**config.mk**
```make
export PLATFORM = sky130hd
export DESIGN_NAME = display_idle_dim_sleep_manager
export DESIGN_NICKNAME = d
export VERILOG_FILES = /design/src/design/dism_pkg.sv /design/src/design/display_idle_dim_sleep_manager.sv
export SDC_FILE = /design/constraint.sdc
export NUM_CORES = 1
export LEC_CHECK = 0
export ABC_AREA = 1
export BUFFER_PORTS_ARGS = -buffer_cell sky130_fd_sc_hd__buf_2
export CORE_ASPECT_RATIO = 0.9
export CORE_UTILIZATION = 60
export DETAILED_ROUTE_END_ITERATION = 6
export PLACE_DENSITY = 0.79
export SYNTH_ARGS = -nofsm -noshare
export SYNTH_HDL_FRONTEND = slang
export SYNTH_SLANG_ARGS = --single-unit
```
**constraint.sdc**
```tcl
create_clock -name clk_i -period 5.6 [get_ports clk_i]
set_clock_uncertainty 0.15 [all_clocks]
set_input_delay 1.12 -clock clk_i [delete_from_list [all_inputs] [get_ports clk_i]]
set_output_delay 1.12 -clock clk_i [all_outputs]
set_load 0.005 [all_outputs]
```
**src/design/dism_pkg.sv**
```systemverilog
// Package for the display idle/dim/sleep manager.
// Request codes, brightness limits and timing constants; no dependencies.
`timescale 1ns / 1ps
`default_nettype none
package dism_pkg;

  localparam int unsigned LevelW = 7;
  localparam int unsigned TimeW  = 32;
  localparam int unsigned ReqW   = 2;
  localparam int unsigned CfgIdxW = 2;
  localparam int unsigned CfgDataW = 32;

  // request codes
  localparam logic [ReqW-1:0] REQ_TICK    = 2'd0;
  localparam logic [ReqW-1:0] REQ_TOUCH   = 2'd1;
  localparam logic [ReqW-1:0] REQ_CONSUME = 2'd2;
  localparam logic [ReqW-1:0] REQ_NONE    = 2'd3;

  // register indexes
  localparam logic [CfgIdxW-1:0] REG_BRIGHT = 2'd0;
  localparam logic [CfgIdxW-1:0] REG_DIM    = 2'd1;
  localparam logic [CfgIdxW-1:0] REG_SLEEP  = 2'd2;
  localparam logic [CfgIdxW-1:0] REG_NONE   = 2'd3;

  localparam logic [LevelW-1:0] BRIGHT_MIN  = 7'd10;
  localparam logic [LevelW-1:0] BRIGHT_MAX  = 7'd100;
  localparam logic [LevelW-1:0] DIM_KNEE    = 7'd20;
  localparam logic [LevelW-1:0] DIM_FLOOR   = 7'd10;
  localparam logic [LevelW-1:0] LEVEL_OFF   = 7'd0;
  localparam logic [LevelW-1:0] DIM_MAX     = 7'd50;
  localparam logic [TimeW-1:0]  SLEEP_MARGIN = 32'd5000;

  localparam logic [LevelW-1:0] BRIGHT_RST = 7'd100;
  localparam logic [TimeW-1:0]  DIM_RST    = 32'd30000;
  localparam logic [TimeW-1:0]  SLEEP_RST  = 32'd60000;

  // one result beat
  typedef struct packed {
    logic [LevelW-1:0] display_level;
    logic              level_written;
    logic              is_dimmed;
    logic              is_sleeping;
    logic              wake_flag;
  } result_t;

  // max(sleep, dim + margin), margin sum saturated to 32 bits
  function automatic logic [TimeW-1:0] eff_sleep(input logic [TimeW-1:0] dim,
                                                 input logic [TimeW-1:0] slp);
    logic [TimeW:0]   sum;
    logic [TimeW-1:0] floor_val;
    sum       = {1'b0, dim} + {1'b0, SLEEP_MARGIN};
    floor_val = sum[TimeW] ? {TimeW{1'b1}} : sum[TimeW-1:0];
    return (slp < floor_val) ? floor_val : slp;
  endfunction

  function automatic logic [LevelW-1:0] sat_bright(input logic [LevelW-1:0] v);
    logic [LevelW-1:0] r;
    r = v;
    if (v < BRIGHT_MIN) r = BRIGHT_MIN;
    if (v > BRIGHT_MAX) r = BRIGHT_MAX;
    return r;
  endfunction

endpackage
`default_nettype wire

```
**src/design/display_idle_dim_sleep_manager.sv**
```systemverilog
// Top level of the display idle/dim/sleep manager.
// Depends on dism_pkg (codes, limits, result struct, helper functions).
`timescale 1ns / 1ps
`default_nettype none
// Display inactivity manager. Each input beat is a tick (time plus button
// states), a touch, or a consume of the pending wake flag; each produces
// exactly one result beat with the shown level, a level-written strobe, the
// dimmed and asleep flags and, for a consume, the wake flag before clearing.
// Throughput is one beat per clock while results are taken: a beat lands in
// the input register, and once the result slot is free or draining, one
// subtract plus two compares against the timeouts decide the new state,
// which is written together with the result register. The effective sleep
// timeout, max(sleep, dim + 5000) saturated, is kept in its own register and
// refreshed on each timeout write, so the item path never sees that adder.
// Configuration is a plain write port (index 0 brightness, 1 dim timeout,
// 2 sleep timeout; index 3 ignored) and must only be used while idle.
module display_idle_dim_sleep_manager (
  input  wire                               clk_i,
  input  wire                               rst_ni,
  // configuration
  input  wire                               cfg_we_i,
  input  wire [dism_pkg::CfgIdxW-1:0]       cfg_idx_i,
  input  wire [dism_pkg::CfgDataW-1:0]      cfg_wdata_i,
  // request channel
  input  wire                               in_valid_i,
  output logic                              in_ready_o,
  input  wire [dism_pkg::ReqW-1:0]          req_type_i,
  input  wire [dism_pkg::TimeW-1:0]         now_ms_i,
  input  wire                               button_a_i,
  input  wire                               button_b_i,
  input  wire                               button_power_i,
  // result channel
  output logic                              out_valid_o,
  input  wire                               out_ready_i,
  output logic [dism_pkg::LevelW-1:0]       display_level_o,
  output logic                              level_written_o,
  output logic                              is_dimmed_o,
  output logic                              is_sleeping_o,
  output logic                              wake_flag_o
);
  import dism_pkg::*;

  // ---------------- configuration registers ----------------
  logic [LevelW-1:0] bright_q;
  logic [TimeW-1:0]  dim_q, sleep_q, eff_q;

  // ---------------- block state ----------------
  logic [TimeW-1:0]  last_q, last_d;
  logic              dimmed_q, dimmed_d;
  logic              asleep_q, asleep_d;
  logic              wake_q, wake_d;
  logic [LevelW-1:0] level_q, level_d;

  // ---------------- input register ----------------
  logic              in_valid_q;
  logic [ReqW-1:0]   req_q;
  logic [TimeW-1:0]  now_q;
  logic              any_btn_q;

  // ---------------- result register ----------------
  logic              out_valid_q;
  result_t           res_q, res_d;

  logic advance;
  // input stage moves on when the result slot is free or draining
  assign advance    = in_valid_q && (!out_valid_q || out_ready_i);
  assign in_ready_o = !in_valid_q || advance;

  always_ff @(posedge clk_i or negedge rst_ni) begin
    if (!rst_ni) begin
      in_valid_q <= 1'b0;
    end else if (in_ready_o) begin
      in_valid_q <= in_valid_i;
    end
  end

  always_ff @(posedge clk_i) begin
    if (in_valid_i && in_ready_o) begin
      req_q     <= req_type_i;
      now_q     <= now_ms_i;
      any_btn_q <= button_a_i | button_b_i | button_power_i;
    end
  end

  // ---------------- per-beat decision ----------------
  logic [TimeW-1:0]  idle;
  logic [LevelW-1:0] dim_lvl;
  logic              written, wake_out;
  logic              dim_hit, sleep_hit;

  assign idle      = now_q - last_q;        // wraps modulo 2^32
  assign dim_lvl   = (bright_q > DIM_KNEE) ? (bright_q >> 1) : DIM_FLOOR;
  assign dim_hit   = !dimmed_q && (idle > dim_q);
  assign sleep_hit = idle > eff_q;

  always_comb begin
    last_d   = last_q;
    dimmed_d = dimmed_q;
    asleep_d = asleep_q;
    wake_d   = wake_q;
    level_d  = level_q;
    written  = 1'b0;
    wake_out = 1'b0;
    unique case (req_q)
      REQ_TICK: begin
        if (asleep_q) begin
          if (any_btn_q) begin
            asleep_d = 1'b0;
            wake_d   = 1'b1;
            last_d   = now_q;
            dimmed_d = 1'b0;
            level_d  = bright_q;
            written  = 1'b1;
          end
        end else begin
          if (dim_hit) begin
            level_d  = dim_lvl;
            dimmed_d = 1'b1;
            written  = 1'b1;
          end
          // sleep overrides a same-beat dim
          if (sleep_hit) begin
            asleep_d = 1'b1;
            dimmed_d = 1'b0;
            level_d  = LEVEL_OFF;
            written  = 1'b1;
          end
        end
      end
      REQ_TOUCH: begin
        last_d = now_q;
        if (asleep_q) begin
          asleep_d = 1'b0;
          wake_d   = 1'b1;
          dimmed_d = 1'b0;
          level_d  = bright_q;
          written  = 1'b1;
        end else if (dimmed_q) begin
          dimmed_d = 1'b0;
          level_d  = bright_q;
          written  = 1'b1;
        end
      end
      REQ_CONSUME: begin
        wake_out = wake_q;
        wake_d   = 1'b0;
      end
      REQ_NONE: begin
        // reports state only
      end
      default: begin
      end
    endcase
    res_d.display_level = level_d;
    res_d.level_written = written;
    res_d.is_dimmed     = dimmed_d;
    res_d.is_sleeping   = asleep_d;
    res_d.wake_flag     = wake_out;
  end

  // ---------------- state and config update ----------------
  // The user must write config only while idle; the block does not enforce it (an advance wins).
  logic [LevelW-1:0] bright_new;
  assign bright_new = sat_bright(cfg_wdata_i[LevelW-1:0]);

  always_ff @(posedge clk_i or negedge rst_ni) begin
    if (!rst_ni) begin
      bright_q <= BRIGHT_RST;
      dim_q    <= DIM_RST;
      sleep_q  <= SLEEP_RST;
      eff_q    <= eff_sleep(DIM_RST, SLEEP_RST);
      last_q   <= '0;
      dimmed_q <= 1'b0;
      asleep_q <= 1'b0;
      wake_q   <= 1'b0;
      level_q  <= BRIGHT_RST;
    end else if (advance) begin
      last_q   <= last_d;
      dimmed_q <= dimmed_d;
      asleep_q <= asleep_d;
      wake_q   <= wake_d;
      level_q  <= level_d;
    end else if (cfg_we_i) begin
      unique case (cfg_idx_i)
        REG_BRIGHT: begin
          bright_q <= bright_new;
          if (!dimmed_q) begin
            level_q <= bright_new;
          end
        end
        REG_DIM: begin
          dim_q <= cfg_wdata_i;
          eff_q <= eff_sleep(cfg_wdata_i, sleep_q);
        end
        REG_SLEEP: begin
          sleep_q <= cfg_wdata_i;
          eff_q   <= eff_sleep(dim_q, cfg_wdata_i);
        end
        REG_NONE: begin
        end
        default: begin
        end
      endcase
    end
  end

  // ---------------- result register ----------------
  always_ff @(posedge clk_i or negedge rst_ni) begin
    if (!rst_ni) begin
      out_valid_q <= 1'b0;
    end else if (advance) begin
      out_valid_q <= 1'b1;
    end else if (out_ready_i) begin
      out_valid_q <= 1'b0;
    end
  end

  always_ff @(posedge clk_i) begin
    if (advance) begin
      res_q <= res_d;
    end
  end

  assign out_valid_o     = out_valid_q;
  assign display_level_o = res_q.display_level;
  assign level_written_o = res_q.level_written;
  assign is_dimmed_o     = res_q.is_dimmed;
  assign is_sleeping_o   = res_q.is_sleeping;
  assign wake_flag_o     = res_q.wake_flag;

  // ---------------- assertions ----------------
  a_dim_sleep_excl: assert property (@(posedge clk_i) disable iff (!rst_ni)
    !(dimmed_q && asleep_q))
    else $error("dimmed and asleep at once");

  a_dim_level_range: assert property (@(posedge clk_i) disable iff (!rst_ni)
    dimmed_q |-> (level_q <= DIM_MAX) && (level_q >= DIM_FLOOR))
    else $error("dimmed level out of range");

  a_stall_only_full: assert property (@(posedge clk_i) disable iff (!rst_ni)
    !in_ready_o |-> (in_valid_q && out_valid_q && !out_ready_i))
    else $error("input stalled without a blocked result");

  a_advance_result: assert property (@(posedge clk_i) disable iff (!rst_ni)
    advance |=> out_valid_o)
    else $error("processed beat produced no result");

endmodule
`default_nettype wire

```
# == Word-level counts from Yosys, hierarchy flattened ==
# Index checks and enable logic that the tools add are counted.
# word_totals
ff_bits,193
inputBits,76
out_inout_bits,13
wordCells,107
# classes
addsub,3
magnitude_cmp,7
n_eq_ne,8
n_mux,44
bitwise,3
n_reduce_logical,23
# ops
op,n
two-way mux 32 bit,6
one-hot mux 32 bit (2 select lines),2
two-way mux 7 bit,12
adder 32 x 13 -> 33 bit (second input constant),2
> comparator 32 bit,2
less-than comparator 32 bit,2
subtractor 32 bit,1
two-way mux 1 bit,18
AND reduction 3 bit,5
one-hot mux 7 bit (2 select lines),1
nonzero test 2 bit,5
> comparator 7 x 5 -> 1 bit (second input constant),1
> comparator 7 bit (second input constant),1
less-than comparator 7 x 4 -> 1 bit (second input constant),1
two-way mux 6 bit,1
!= test 2 bit (second input constant),3
one-hot mux 1 bit (2 select lines),3
AND reduction 5 bit,1
equality test 2 x 1 -> 1 bit (second input constant),2
equality test 2 bit (second input constant),2
zero test 2 bit,2
AND reduction 4 bit,1
logical AND 1 bit,3
zero test 1 bit,3
6 further kinds,8

# == Depth between registers and ports, before layout ==
# Gate-level depths: netlist of run 1.
# depth
ltp_word,8
ltp_mapped,29

# == Worst setup path before layout of run 1 ==
# OpenSTA, ideal clock, no wires.
# synth_timing
kind,input port to flip-flop
startpoint,input cfg_wdata_i[17] (netlist name)
endpoint,register eff_q[10]
setup_time_ps,117
t_arrival_ps,3952
required_ps,5333
setup_slack_ps,1381
path_stages,20
cell_sequence,nand2_1 > nor3_1 > inv_1 > nor2_1 > nor4b_1 > nand2_1 > o21ai_0 > a21oi_1 > ha_1 > nand2_1 > nor2_1 > a211oi_1 > o221ai_1 > a21oi_1 > clkbuf_1 > nand3_1 > nand3_1 > nand2_1 > nand2_1 > nand2_1
# synth_between
elab_chain_cells,5
elab_cells_between_ends,7
cone_classes,add/sub: 1; order compare: 2; mux: 4
# synth_lines
item,line,text
start: declaration,display_idle_dim_sleep_manager.sv:23,"input wire [dism_pkg::CfgDataW-1:0] cfg_wdata_i,"
adder 32 x 13 -> 33 bit,dism_pkg.sv:51,"sum = {1'b0, dim} + {1'b0, SLEEP_MARGIN};"
two-way mux 32 bit,dism_pkg.sv:52,floor_val = sum[TimeW] ? {TimeW{1'b1}} : sum[TimeW-1:0];
less-than comparator 32 bit,dism_pkg.sv:53,return (slp < floor_val) ? floor_val : slp;
two-way mux 32 bit,dism_pkg.sv:53,
one-hot mux 32 bit (2 select lines) *,display_idle_dim_sleep_manager.sv:184,unique case (cfg_idx_i)
end signal: assignment,display_idle_dim_sleep_manager.sv:171,"eff_q <= eff_sleep(DIM_RST, SLEEP_RST);"
end signal: assignment,display_idle_dim_sleep_manager.sv:193,"eff_q <= eff_sleep(cfg_wdata_i, sleep_q);"
end signal: assignment,display_idle_dim_sleep_manager.sv:197,"eff_q <= eff_sleep(dim_q, cfg_wdata_i);"
end: declaration,display_idle_dim_sleep_manager.sv:45,"logic [TimeW-1:0] dim_q, sleep_q, eff_q;"
# Every way passes the cells marked *; elsewhere a longest branch is shown, timed or not.
# A chain may end at the register's enable or synchronous reset.

# == Worst setup path after layout of run 1 ==
# layout_timing
startpoint,register now_q[2]
endpoint,register level_q[6]
# layout_between
elab_chain_cells,8
elab_cells_between_ends,9
cone_classes,add/sub: 1; order compare: 2; mux: 5; reduce/logical: 1
# layout_lines
item,line,text
start: declaration,display_idle_dim_sleep_manager.sv:57,logic [TimeW-1:0] now_q;
start signal: assignment,display_idle_dim_sleep_manager.sv:80,now_q <= now_ms_i;
subtractor 32 bit *,display_idle_dim_sleep_manager.sv:91,assign idle = now_q - last_q;
> comparator 32 bit,display_idle_dim_sleep_manager.sv:93,assign dim_hit = !dimmed_q && (idle > dim_q);
logical AND 1 bit,display_idle_dim_sleep_manager.sv:93,
two-way mux 7 bit,display_idle_dim_sleep_manager.sv:116,if (dim_hit) begin
two-way mux 7 bit *,display_idle_dim_sleep_manager.sv:122,if (sleep_hit) begin
two-way mux 7 bit *,display_idle_dim_sleep_manager.sv:106,if (asleep_q) begin
one-hot mux 7 bit (2 select lines) *,display_idle_dim_sleep_manager.sv:104,unique case (req_q)
net level_d[6],display_idle_dim_sleep_manager.sv:52,"logic [LevelW-1:0] level_q, level_d;"
two-way mux 7 bit *,display_idle_dim_sleep_manager.sv:177,end else if (advance) begin
end signal: assignment,display_idle_dim_sleep_manager.sv:182,level_q <= level_d;
end signal: assignment,display_idle_dim_sleep_manager.sv:188,level_q <= bright_new;
end: declaration,display_idle_dim_sleep_manager.sv:52,
# Mark *: on every way through the listed nets, which the timed path passes. The rest lies on a longest branch.

==> results of run 1 <==
## timing repair
action                     CTS  global route
buffers inserted             0             0
resized for setup            0             1
setup endpoints to repair    0             2
## cells in the mapped netlist, types with 7 or more instances
| master | count | area (um^2) |
|---|---|---|
| nor3_1 | 30 | 150.1 |
| xnor2_1 | 10 | 87.58 |
| nand4_1 | 25 | 156.4 |
| edfxtp_1 | 46 | 1381 |
| o211ai_1 | 9 | 67.56 |
| a31oi_1 | 12 | 75.07 |
| xor2_1 | 33 | 289.0 |
| nor2_1 | 139 | 521.8 |
| a211oi_1 | 8 | 60.06 |
| nor4_1 | 11 | 68.82 |
| ha_1 | 164 | 2052 |
| dfstp_2 | 27 | 709.4 |
| nand3_1 | 169 | 845.8 |
| dfrtp_1 | 120 | 3003 |
| nand2_2 | 7 | 43.79 |
| buf_2 | 7 | 35.03 |
| inv_1 | 249 | 934.7 |
| nand2_1 | 527 | 1978 |
| clkbuf_1 | 36 | 135.1 |
| o21ai_0 | 142 | 710.7 |
| a21oi_1 | 177 | 885.9 |
## sequential cells by signal, indices dropped and copies added (netlist names), 2 cells and up
signal           count
now_q               32
dim_q               32
eff_q               32
sleep_q             32
display_level_o      7
req_q                2
level_q              7
last_q              32
bright_q             7
## through the flow
| step | power (mW) | setup WS, ns |
|---|---|---|
| global route | 8.940 | 0.1732 |
| detailed placement | 6.800 | 0.4117 |
| CTS | 8.103 | 0.5150 |
| finish | 8.149 | 0.5581 |
| floorplan | 5.623 | 1.381 |
| global placement | 6.586 | 0.5262 |
## worst max-delay path by stage
stage | from | to | slack, ns
2_1_floorplan | cfg_wdata_i[17] | eff_q[10] | 1.38
3_3_place_gp | cfg_wdata_i[4] | eff_q[15] | 0.53
3_5_place_dp | cfg_wdata_i[4] | eff_q[10] | 0.41
4_1_cts | now_q[2] | level_q[6] | 0.51
5_1_grt | now_q[2] | level_q[6] | 0.17
6_report | now_q[2] | level_q[6] | 0.56
## critical path: stages, from the launching register on
cell      delay [ns]
edfxtp_1        0.43
ha_1            0.35
a21oi_1         0.18
nand2_1         0.18
a21boi_0        0.48
inv_1           0.12
nand3_1         0.10
nand3_1         0.18
nand3_1         0.12
o211ai_1        0.11
xor2_1          0.19
inv_1           0.09
ha_1            0.31
nand4_1         0.09
inv_1           0.12
nand2_1         0.10
nor4_2          0.34
nand3_1         0.35
nand3_1         0.36
inv_1           0.07
nor2_1          0.16
nand2_1         0.07
nand2_1         0.06
nand2_1         0.05
nand2_1         0.11
nand2_1         0.06
nand2_1         0.06
## power by group through the flow
stage	Clock [mW]	Sequential [mW]	Combinational [mW]
final	1.28	2.25	4.63
after global routing	1.33	2.29	5.32
after CTS	1.28	2.24	4.59
after detailed placement	0	2.25	4.55
after global placement	0	2.25	4.34
after floorplan	0	2.14	3.48
## layer usage
layer	vias up	global-route usage [%]	part of all wire, %	wire [um]
li1	6829	-	-	-
met1	6461	39.95	41	16690
met2	560	57.62	49	19720
met3	113	5.047	6.2	2497
met4	0	14.54	3.6	1467
met5	-	0	0	0
## cell type report
class	instances	area [um^2]
clock inverters	13	161.4
repair buffers	104	566.8
inverters	254	953.4
clock buffers	19	432.9
flip-flops and latches	193	5094
multi-input cells	1506	8391
well taps	302	377.9
fillers	2027	7697
## logic make-up after synthesis
kind of cell | after synthesis
flops | 193
xor+xnor | 43
buf+inv | 311
simple gates | 922
compound gates | 375
fa+ha+maj | 165
mux | 1
==> flow_summary.yaml, run 1 <==
power:
  power_density_mw_per_mm2: 510.1
  ir_drop_uv: 409.2
  power_frac_seq_pct: 27.6
  pwr-share-comb_pct: 56.8
  power.internal_mw: 4.369
  power_switching_mw: 3.780
  pwr-share-clk_pct: 15.7
  power_leakage_nw: 8.148
  p_sw_share_pct: 46.38
cts:
  cts_hold_buffers: 0
  path_clk_slew_ns: 0.07
  clock_latency_ns: 0.45
  clock_path_buffers: 2
  root_buffer: "clkbuf_16"
  cts-buffers-inserted: 17
  tritoncts: "yes"
  cts.sinks: 193
  cts_max_level: 4
critical_path:
  end_kind: "flop"
  cp-start-kind: "flop"
  crit_required_ns: 5.83
  critPathKind: "reg -> reg"
  cp_max_fo: 8
  crit_arrival_ns: 5.27
  regToRegEndpoint: "level_q[6]"
  rrSetupSlack_ns: 0.56
  rr_worst_depth: 26
  rr_startpoint: "now_q[2]"
global_routing:
  grt_usage_pct: 32.76
  grt_pass1_wl_mm: 65.23
  antenna_found_initial: 0
  grt.overflow.total: 0
  grt_max_degree: 109
  grt_pass1_vias: 13360
die:
  rows: 53
  dieHeight_um: 150.5
  core_mm2: 0.02367
  die_w_um: 167.0
  floorplan.die_area_mm2: 0.02514
  io_pins: 89
  start_util_pct: 62.12
final_layout:
  antenna_cells: 0
  area.growth.synth_to_final_pct: 8.645
  final_cell_mix: "nand2_1, inv_1, a21oi_1, nand3_1, ha_1"
  instances_no_fill: 2391
  nets: 2317
  final_common_cell: "nand2_1"
  finish.utilization_pct: 67.49
  design_area_mm2: 0.01598
  layout-drive-gt1-share_pct: 8.808
hold_path:
  holdPathStages: 2
  hp-start: "eff_q[5]"
  hold_path_end: "eff_q[5]"
  min_path_type: "reg -> reg"
synthesis:
  synth-simple-area-share_pct: 26.50
  syn_inst: 2010
  synth_top_family_by_area: "simple AND/OR/NAND/NOR gates"
  synth_edf_count: 46
  synth_nets: 2251
  yosysSeqAreaShare_pct: 34.64
  yosys.area_share.xor_xnor_pct: 2.561
  syn_avg_cell_area_um2: 7.316
  synth_compound_area_share_pct: 13.68
  synth.area.mux_share_pct: 0.07658
  yosysWarnings: 0
  async_flop_share_pct: 76.17
  syn_area_mm2: 0.01471
  synth_cell_types: 45
  synth_ff_type: "dfrtp_1"
  synthAdderAreaFrac_pct: 14.09
  synth-seq-cells: 193
detailed_routing:
  wl_mm: 40.38
  antenna_left: 0
  drt_first_pass_iters: 6
  vias: 13960
  drt_iter0_markers: 1251
  viasPerCell: 5.840
  drc: 0
  wire_per_inst_um: 16.89
timing:
  max_freq_mhz: 198.3
  relSlewSlack_pct: 24.32
  timing.hold.ws_ns: 0.3258
  period_share_pct: 90.03
  finalHoldViolCount: 0
  rsz0062_at_grt: "false"
  fin_setup_tns_ns: 0
  worstMarginPinSlew_ns: 1.134
  setup_violations: 0
  slew_violations: 0
  period_minus_slack_ns: 5.042
placed_design:
  port_buffers: 88
  dpl_cell_area_mm2: 0.01538
  place.gp.congestion: 0.9467
  dp.cells: 2359
  dp_hpwl_mm: 30.42
run_status:
  outcome: "finished clean"
flow_run:
  cap_violations: 0
Note: power is estimated with default switching activity, not from simulation.
==> run 2: changes to the inputs <==
--- a/config.mk
+++ b/config.mk
@@ -10,7 +10,7 @@
 export CORE_ASPECT_RATIO = 0.9
 export CORE_UTILIZATION = 60
 export DETAILED_ROUTE_END_ITERATION = 6
-export PLACE_DENSITY = 0.79
+export PLACE_DENSITY = 0.84
 export SYNTH_ARGS = -nofsm -noshare
 export SYNTH_HDL_FRONTEND = slang
 export SYNTH_SLANG_ARGS = --single-unit
==> flow_summary.yaml, run 2 (synthesis results as in run 1) <==
cts:
  cts_setup_buffers: 0
  cts_max_level: 4
  cts.sinks: 193
  clock_latency_ns: 0.46
  root_buffer: "clkbuf_16"
  post_cts_resized: 0
  cts-buffers-inserted: 17
  path_clk_slew_ns: 0.07
  tritoncts: "yes"
  clock_path_buffers: 2
  cts_hold_buffers: 0
timing:
  fin_setup_tns_ns: 0
  finalHoldViolCount: 0
  period_minus_slack_ns: 5.133
  period_share_pct: 91.66
  max_freq_mhz: 194.8
  setup_violations: 0
  relSlewSlack_pct: 29.72
  rsz0062_at_grt: "false"
  slew_violations: 0
  worstMarginPinSlew_ns: 1.053
  timing.hold.ws_ns: 0.3266
placed_design:
  dp.cells: 2359
  place.gp.congestion: 0.9609
  dp_hpwl_mm: 30.39
  port_buffers: 88
  dpl_cell_area_mm2: 0.01538
final_layout:
  nets: 2317
  fillers: 2036
  multiInputGateArea_mm2: 0.008384
  design_area_mm2: 0.01597
  layout-drive-gt1-share_pct: 8.760
  instances_no_fill: 2391
  seq_area_mm2: 0.005094
  final_cell_mix: "nand2_1, inv_1, a21oi_1, nand3_1, ha_1"
  area.growth.synth_to_final_pct: 8.602
  antenna_cells: 0
  final_common_cell: "nand2_1"
die:
  rows: 53
  io_pins: 89
  dieHeight_um: 150.5
  floorplan.die_area_mm2: 0.02514
  core_mm2: 0.02367
  die_w_um: 167.0
  start_util_pct: 62.12
critical_path:
  regToRegEndpoint: "level_q[6]"
  end_kind: "flop"
  crit_arrival_ns: 5.38
  critPathKind: "reg -> reg"
  cp-start-kind: "flop"
  rr_startpoint: "now_q[15]"
  cp_max_fo: 8
  crit_required_ns: 5.84
  rr_worst_depth: 24
  rrSetupSlack_ns: 0.47
hold_path:
  min_path_type: "reg -> reg"
  hold_path_end: "eff_q[9]"
  holdPathStages: 2
  hp-start: "eff_q[9]"
detailed_routing:
  wl_mm: 39.97
  vias: 14170
  drc: 4
  wire_per_inst_um: 16.72
  viasPerCell: 5.925
  drt_first_pass_iters: 7
  drt_iter0_markers: 1530
  antenna_left: 0
run_status:
  outcome: "finished with violations"
  violations: "design-rule violations"
global_routing:
  grt_pass1_wl_mm: 64.97
  grt.overflow.total: 0
  grt_usage_pct: 32.54
  grt_max_degree: 65
  grt_pass1_vias: 13500
  antenna_found_initial: 0
power:
  power_density_mw_per_mm2: 510.3
  ir_drop_uv: 353.1
  power_mw: 8.150
  power_leakage_nw: 8.148
flow_run:
  cap_violations: 0
-- run 2: changes by cell type in the layout (fill, tap and decap cells not counted) --
cell / delta
nor4_1: +1
nor4_2: -1
-- run 2: area by class of cell --
cell class                      instances  share of cell area (%)
Timing Repair Buffer                  104                   3.549
Multi-Input combinational cell       1506                   52.50
Inverter                              254                   5.970
Clock buffer                           19                   2.711
Sequential cell                       193                   31.89
Clock inverter                         13                   1.011
Tap cell                              302                   2.366
-- run 2: where the power goes --
part	internal [mW]	switching, mW	total, mW
clock network	0.703	0.572	1.28
logic	1.74	2.89	4.63
registers	1.93	0.314	2.25
-- run 2: per-stage QoR --
stage / utilization, % / worst slack (ns)
after floorplan: - / 1.381
after global placement: 64.95 / 0.5107
after detailed placement: 64.95 / 0.3427
after CTS: 67.46 / 0.6249
after global routing: 67.46 / 0.06774
final: 67.46 / 0.4669
-- run 2: critical path: stages (launching register included) --
cell and delay (ns):
edfxtp_1 0.39, ha_1 0.40, nand2_1 0.16, nor4_1 0.39
nand3_1 0.14, nand3_1 0.17, nand2_1 0.08, o211ai_1 0.18
a31oi_1 0.16, xor2_1 0.22, ha_1 0.35, nand4_1 0.10
inv_1 0.13, nand2_1 0.08, nor4_1 0.51, nand3_1 0.40
nand3_1 0.39, inv_1 0.08, nor2_1 0.17, nand2_1 0.08
nand2_1 0.06, nand2_1 0.05, nand2_1 0.11, nand2_1 0.06
nand2_1 0.07
-- run 2: layer usage --
layer / track usage (%) / up-vias / share of wire (%)
met5: 0 / - / 0
met4: 15.19 / 0 / 4.0
met3: 5.126 / 144 / 6.4
met2: 56.90 / 622 / 48
met1: 39.63 / 6571 / 41
li1: - / 6829 / -
-- run 2: worst max path at each step --
stage | from | end | slack, ns
after floorplan | cfg_wdata_i[17] | eff_q[10] | 1.38
after global placement | cfg_wdata_i[4] | eff_q[30] | 0.51
after detailed placement | cfg_wdata_i[4] | eff_q[17] | 0.34
after CTS | now_q[2] | level_q[6] | 0.62
after global routing | now_q[2] | level_q[6] | 0.07
final | now_q[15] | level_q[6] | 0.47
==> run 3: changes to the inputs <==
--- a/config.mk
+++ b/config.mk
@@ -8,9 +8,10 @@
 export ABC_AREA = 1
 export BUFFER_PORTS_ARGS = -buffer_cell sky130_fd_sc_hd__buf_2
 export CORE_ASPECT_RATIO = 0.9
+export CORE_MARGIN = 2
 export CORE_UTILIZATION = 60
 export DETAILED_ROUTE_END_ITERATION = 6
-export PLACE_DENSITY = 0.84
+export PLACE_DENSITY = 0.89
 export SYNTH_ARGS = -nofsm -noshare
 export SYNTH_HDL_FRONTEND = slang
 export SYNTH_SLANG_ARGS = --single-unit
==> flow_summary.yaml, run 3 (synthesis results as in run 1) <==
run_status:
  outcome: "finished clean"
critical_path:
  rr_worst_depth: 26
  rr_startpoint: "now_q[6]"
  rrSetupSlack_ns: 0.57
  end_kind: "flop"
  cp_slowest_stage_delay_ns: 0.43
  cpMaxStageDelayCell: "edfxtp_1"
  cp-start-kind: "flop"
  crit_arrival_ns: 5.27
  cp_max_fo: 8
  critical-path-top-cell-by-count: "nand2_1"
  crit_required_ns: 5.85
  regToRegEndpoint: "level_q[6]"
  critPathKind: "reg -> reg"
flow_run:
  cap_violations: 0
hold_path:
  min_path_type: "reg -> reg"
  holdPathStages: 2
  hold_path_end: "eff_q[5]"
  hp-start: "eff_q[5]"
cts:
  clock_latency_ns: 0.45
  root_buffer: "clkbuf_16"
  post_cts_resized: 0
  cts-buffers-inserted: 17
  cts_hold_buffers: 0
  tritoncts: "yes"
  cts.sinks: 193
  clock_path_buffers: 2
  cts_setup_buffers: 0
  path_clk_slew_ns: 0.07
  cts_max_level: 4
global_routing:
  antenna_found_initial: 0
  grt_pass1_vias: 13750
  grt_usage_pct: 32.28
  grt.overflow.total: 0
  grt_max_degree: 75
  grt_pass1_wl_mm: 66.97
power:
  ir_drop_uv: 301.3
  power_density_mw_per_mm2: 509.6
  power_mw: 8.133
  power_leakage_nw: 8.135
timing:
  fin_setup_tns_ns: 0
  rsz0062_at_grt: "false"
  finalHoldViolCount: 0
  worstMarginPinSlew_ns: 1.121
  timing.hold.ws_ns: 0.3199
  relSlewSlack_pct: 25.21
  period_share_pct: 89.74
  max_freq_mhz: 199.0
  setup_violations: 0
  slew_violations: 0
  period_minus_slack_ns: 5.026
final_layout:
  final_cell_mix: "nand2_1, inv_1, a21oi_1, nand3_1, ha_1"
  area.growth.synth_to_final_pct: 8.526
  nets: 2317
  final_common_cell: "nand2_1"
  fillers: 2046
  layout-drive-gt1-share_pct: 8.904
  antenna_cells: 0
detailed_routing:
  vias: 14170
  wire_per_inst_um: 16.89
  drt_iter0_markers: 1687
  drt_first_pass_iters: 6
  drc: 0
  viasPerCell: 5.909
  antenna_left: 0
  wl_mm: 40.48
die:
  floorplan.die_area_mm2: 0.02578
  core_mm2: 0.02419
  rows: 54
  die_w_um: 169.0
  io_pins: 89
  dieHeight_um: 152.5
  start_util_pct: 60.80
placed_design:
  dp_hpwl_mm: 30.82
  place.gp.congestion: 0.9676
  port_buffers: 88
[run 3: changes by cell type in the layout (fill, tap and decap cells not counted)]
cell,delta
bufinv_16,-1
clkinv_1,-2
clkinv_2,+3
clkinv_4,-3
clkinvlp_4,+2
inv_6,+1
nor4_1,-1
nor4_2,+1
[run 3: worst max-delay path by stage]
| stage | slack, ns | end | from | cells past startpoint |
|---|---|---|---|---|
| 4_1_cts | 0.57 | level_q[6] | now_q[6] | 26 |
| 3_5_place_dp | 0.37 | eff_q[11] | cfg_wdata_i[4] | 26 |
| 2_1_floorplan | 1.38 | eff_q[10] | cfg_wdata_i[17] | 20 |
| 6_report | 0.57 | level_q[6] | now_q[6] | 26 |
| 5_1_grt | 0.12 | level_q[6] | now_q[6] | 26 |
| 3_3_place_gp | 0.43 | eff_q[14] | cfg_wdata_i[4] | 23 |
[run 3: through the flow]
| step | util (%) | cell area (um^2) | worst slack [ns] | cells |
|---|---|---|---|---|
| floorplan | - | 14710 | 1.381 | 2010 |
| global placement | 63.60 | 15380 | 0.4285 | 2365 |
| detailed placement | 63.60 | 15380 | 0.3668 | 2365 |
| CTS | 65.95 | 15950 | 0.5652 | 2397 |
| global route | 65.98 | 15960 | 0.1232 | 2397 |
| finish | 65.98 | 15960 | 0.5745 | 2397 |
[run 3: area by class of cell]
cell class	instances	area, um^2	share of cell area (%)
inverter	254	953.4	5.974
multi-input combinational	1506	8391	52.58
clock inverter	13	136.4	0.8546
tap	308	385.4	2.415
timing repair buffer	104	566.8	3.552
clock buffer	19	432.9	2.713
sequential	193	5094	31.92
[run 3: critical path, delay by kind of cell (launching register included)]
family / cells / cell delay (ns)
fa+ha+maj: 2 / 0.72
compound gates: 5 / 1.05
buf+inv: 2 / 0.19
simple gates: 16 / 2.29
flops: 1 / 0.43
xor+xnor: 1 / 0.16
[run 3: power breakdown]
part | leakage [nW] | internal [mW] | switching, mW
clock | 0.270 | 0.657 | 0.561
combinational | 5.68 | 1.74 | 2.92
sequential | 2.18 | 1.93 | 0.320
[run 3: routing by layer]
metal  track usage, %  vias to the layer above  routed length, um
met4            17.75                        0               2167
met2            53.36                      655              19070
li1                 -                     6825                  -
met1            40.75                     6510              16330
met3            4.935                      175               2908
met5                0                        -                  0
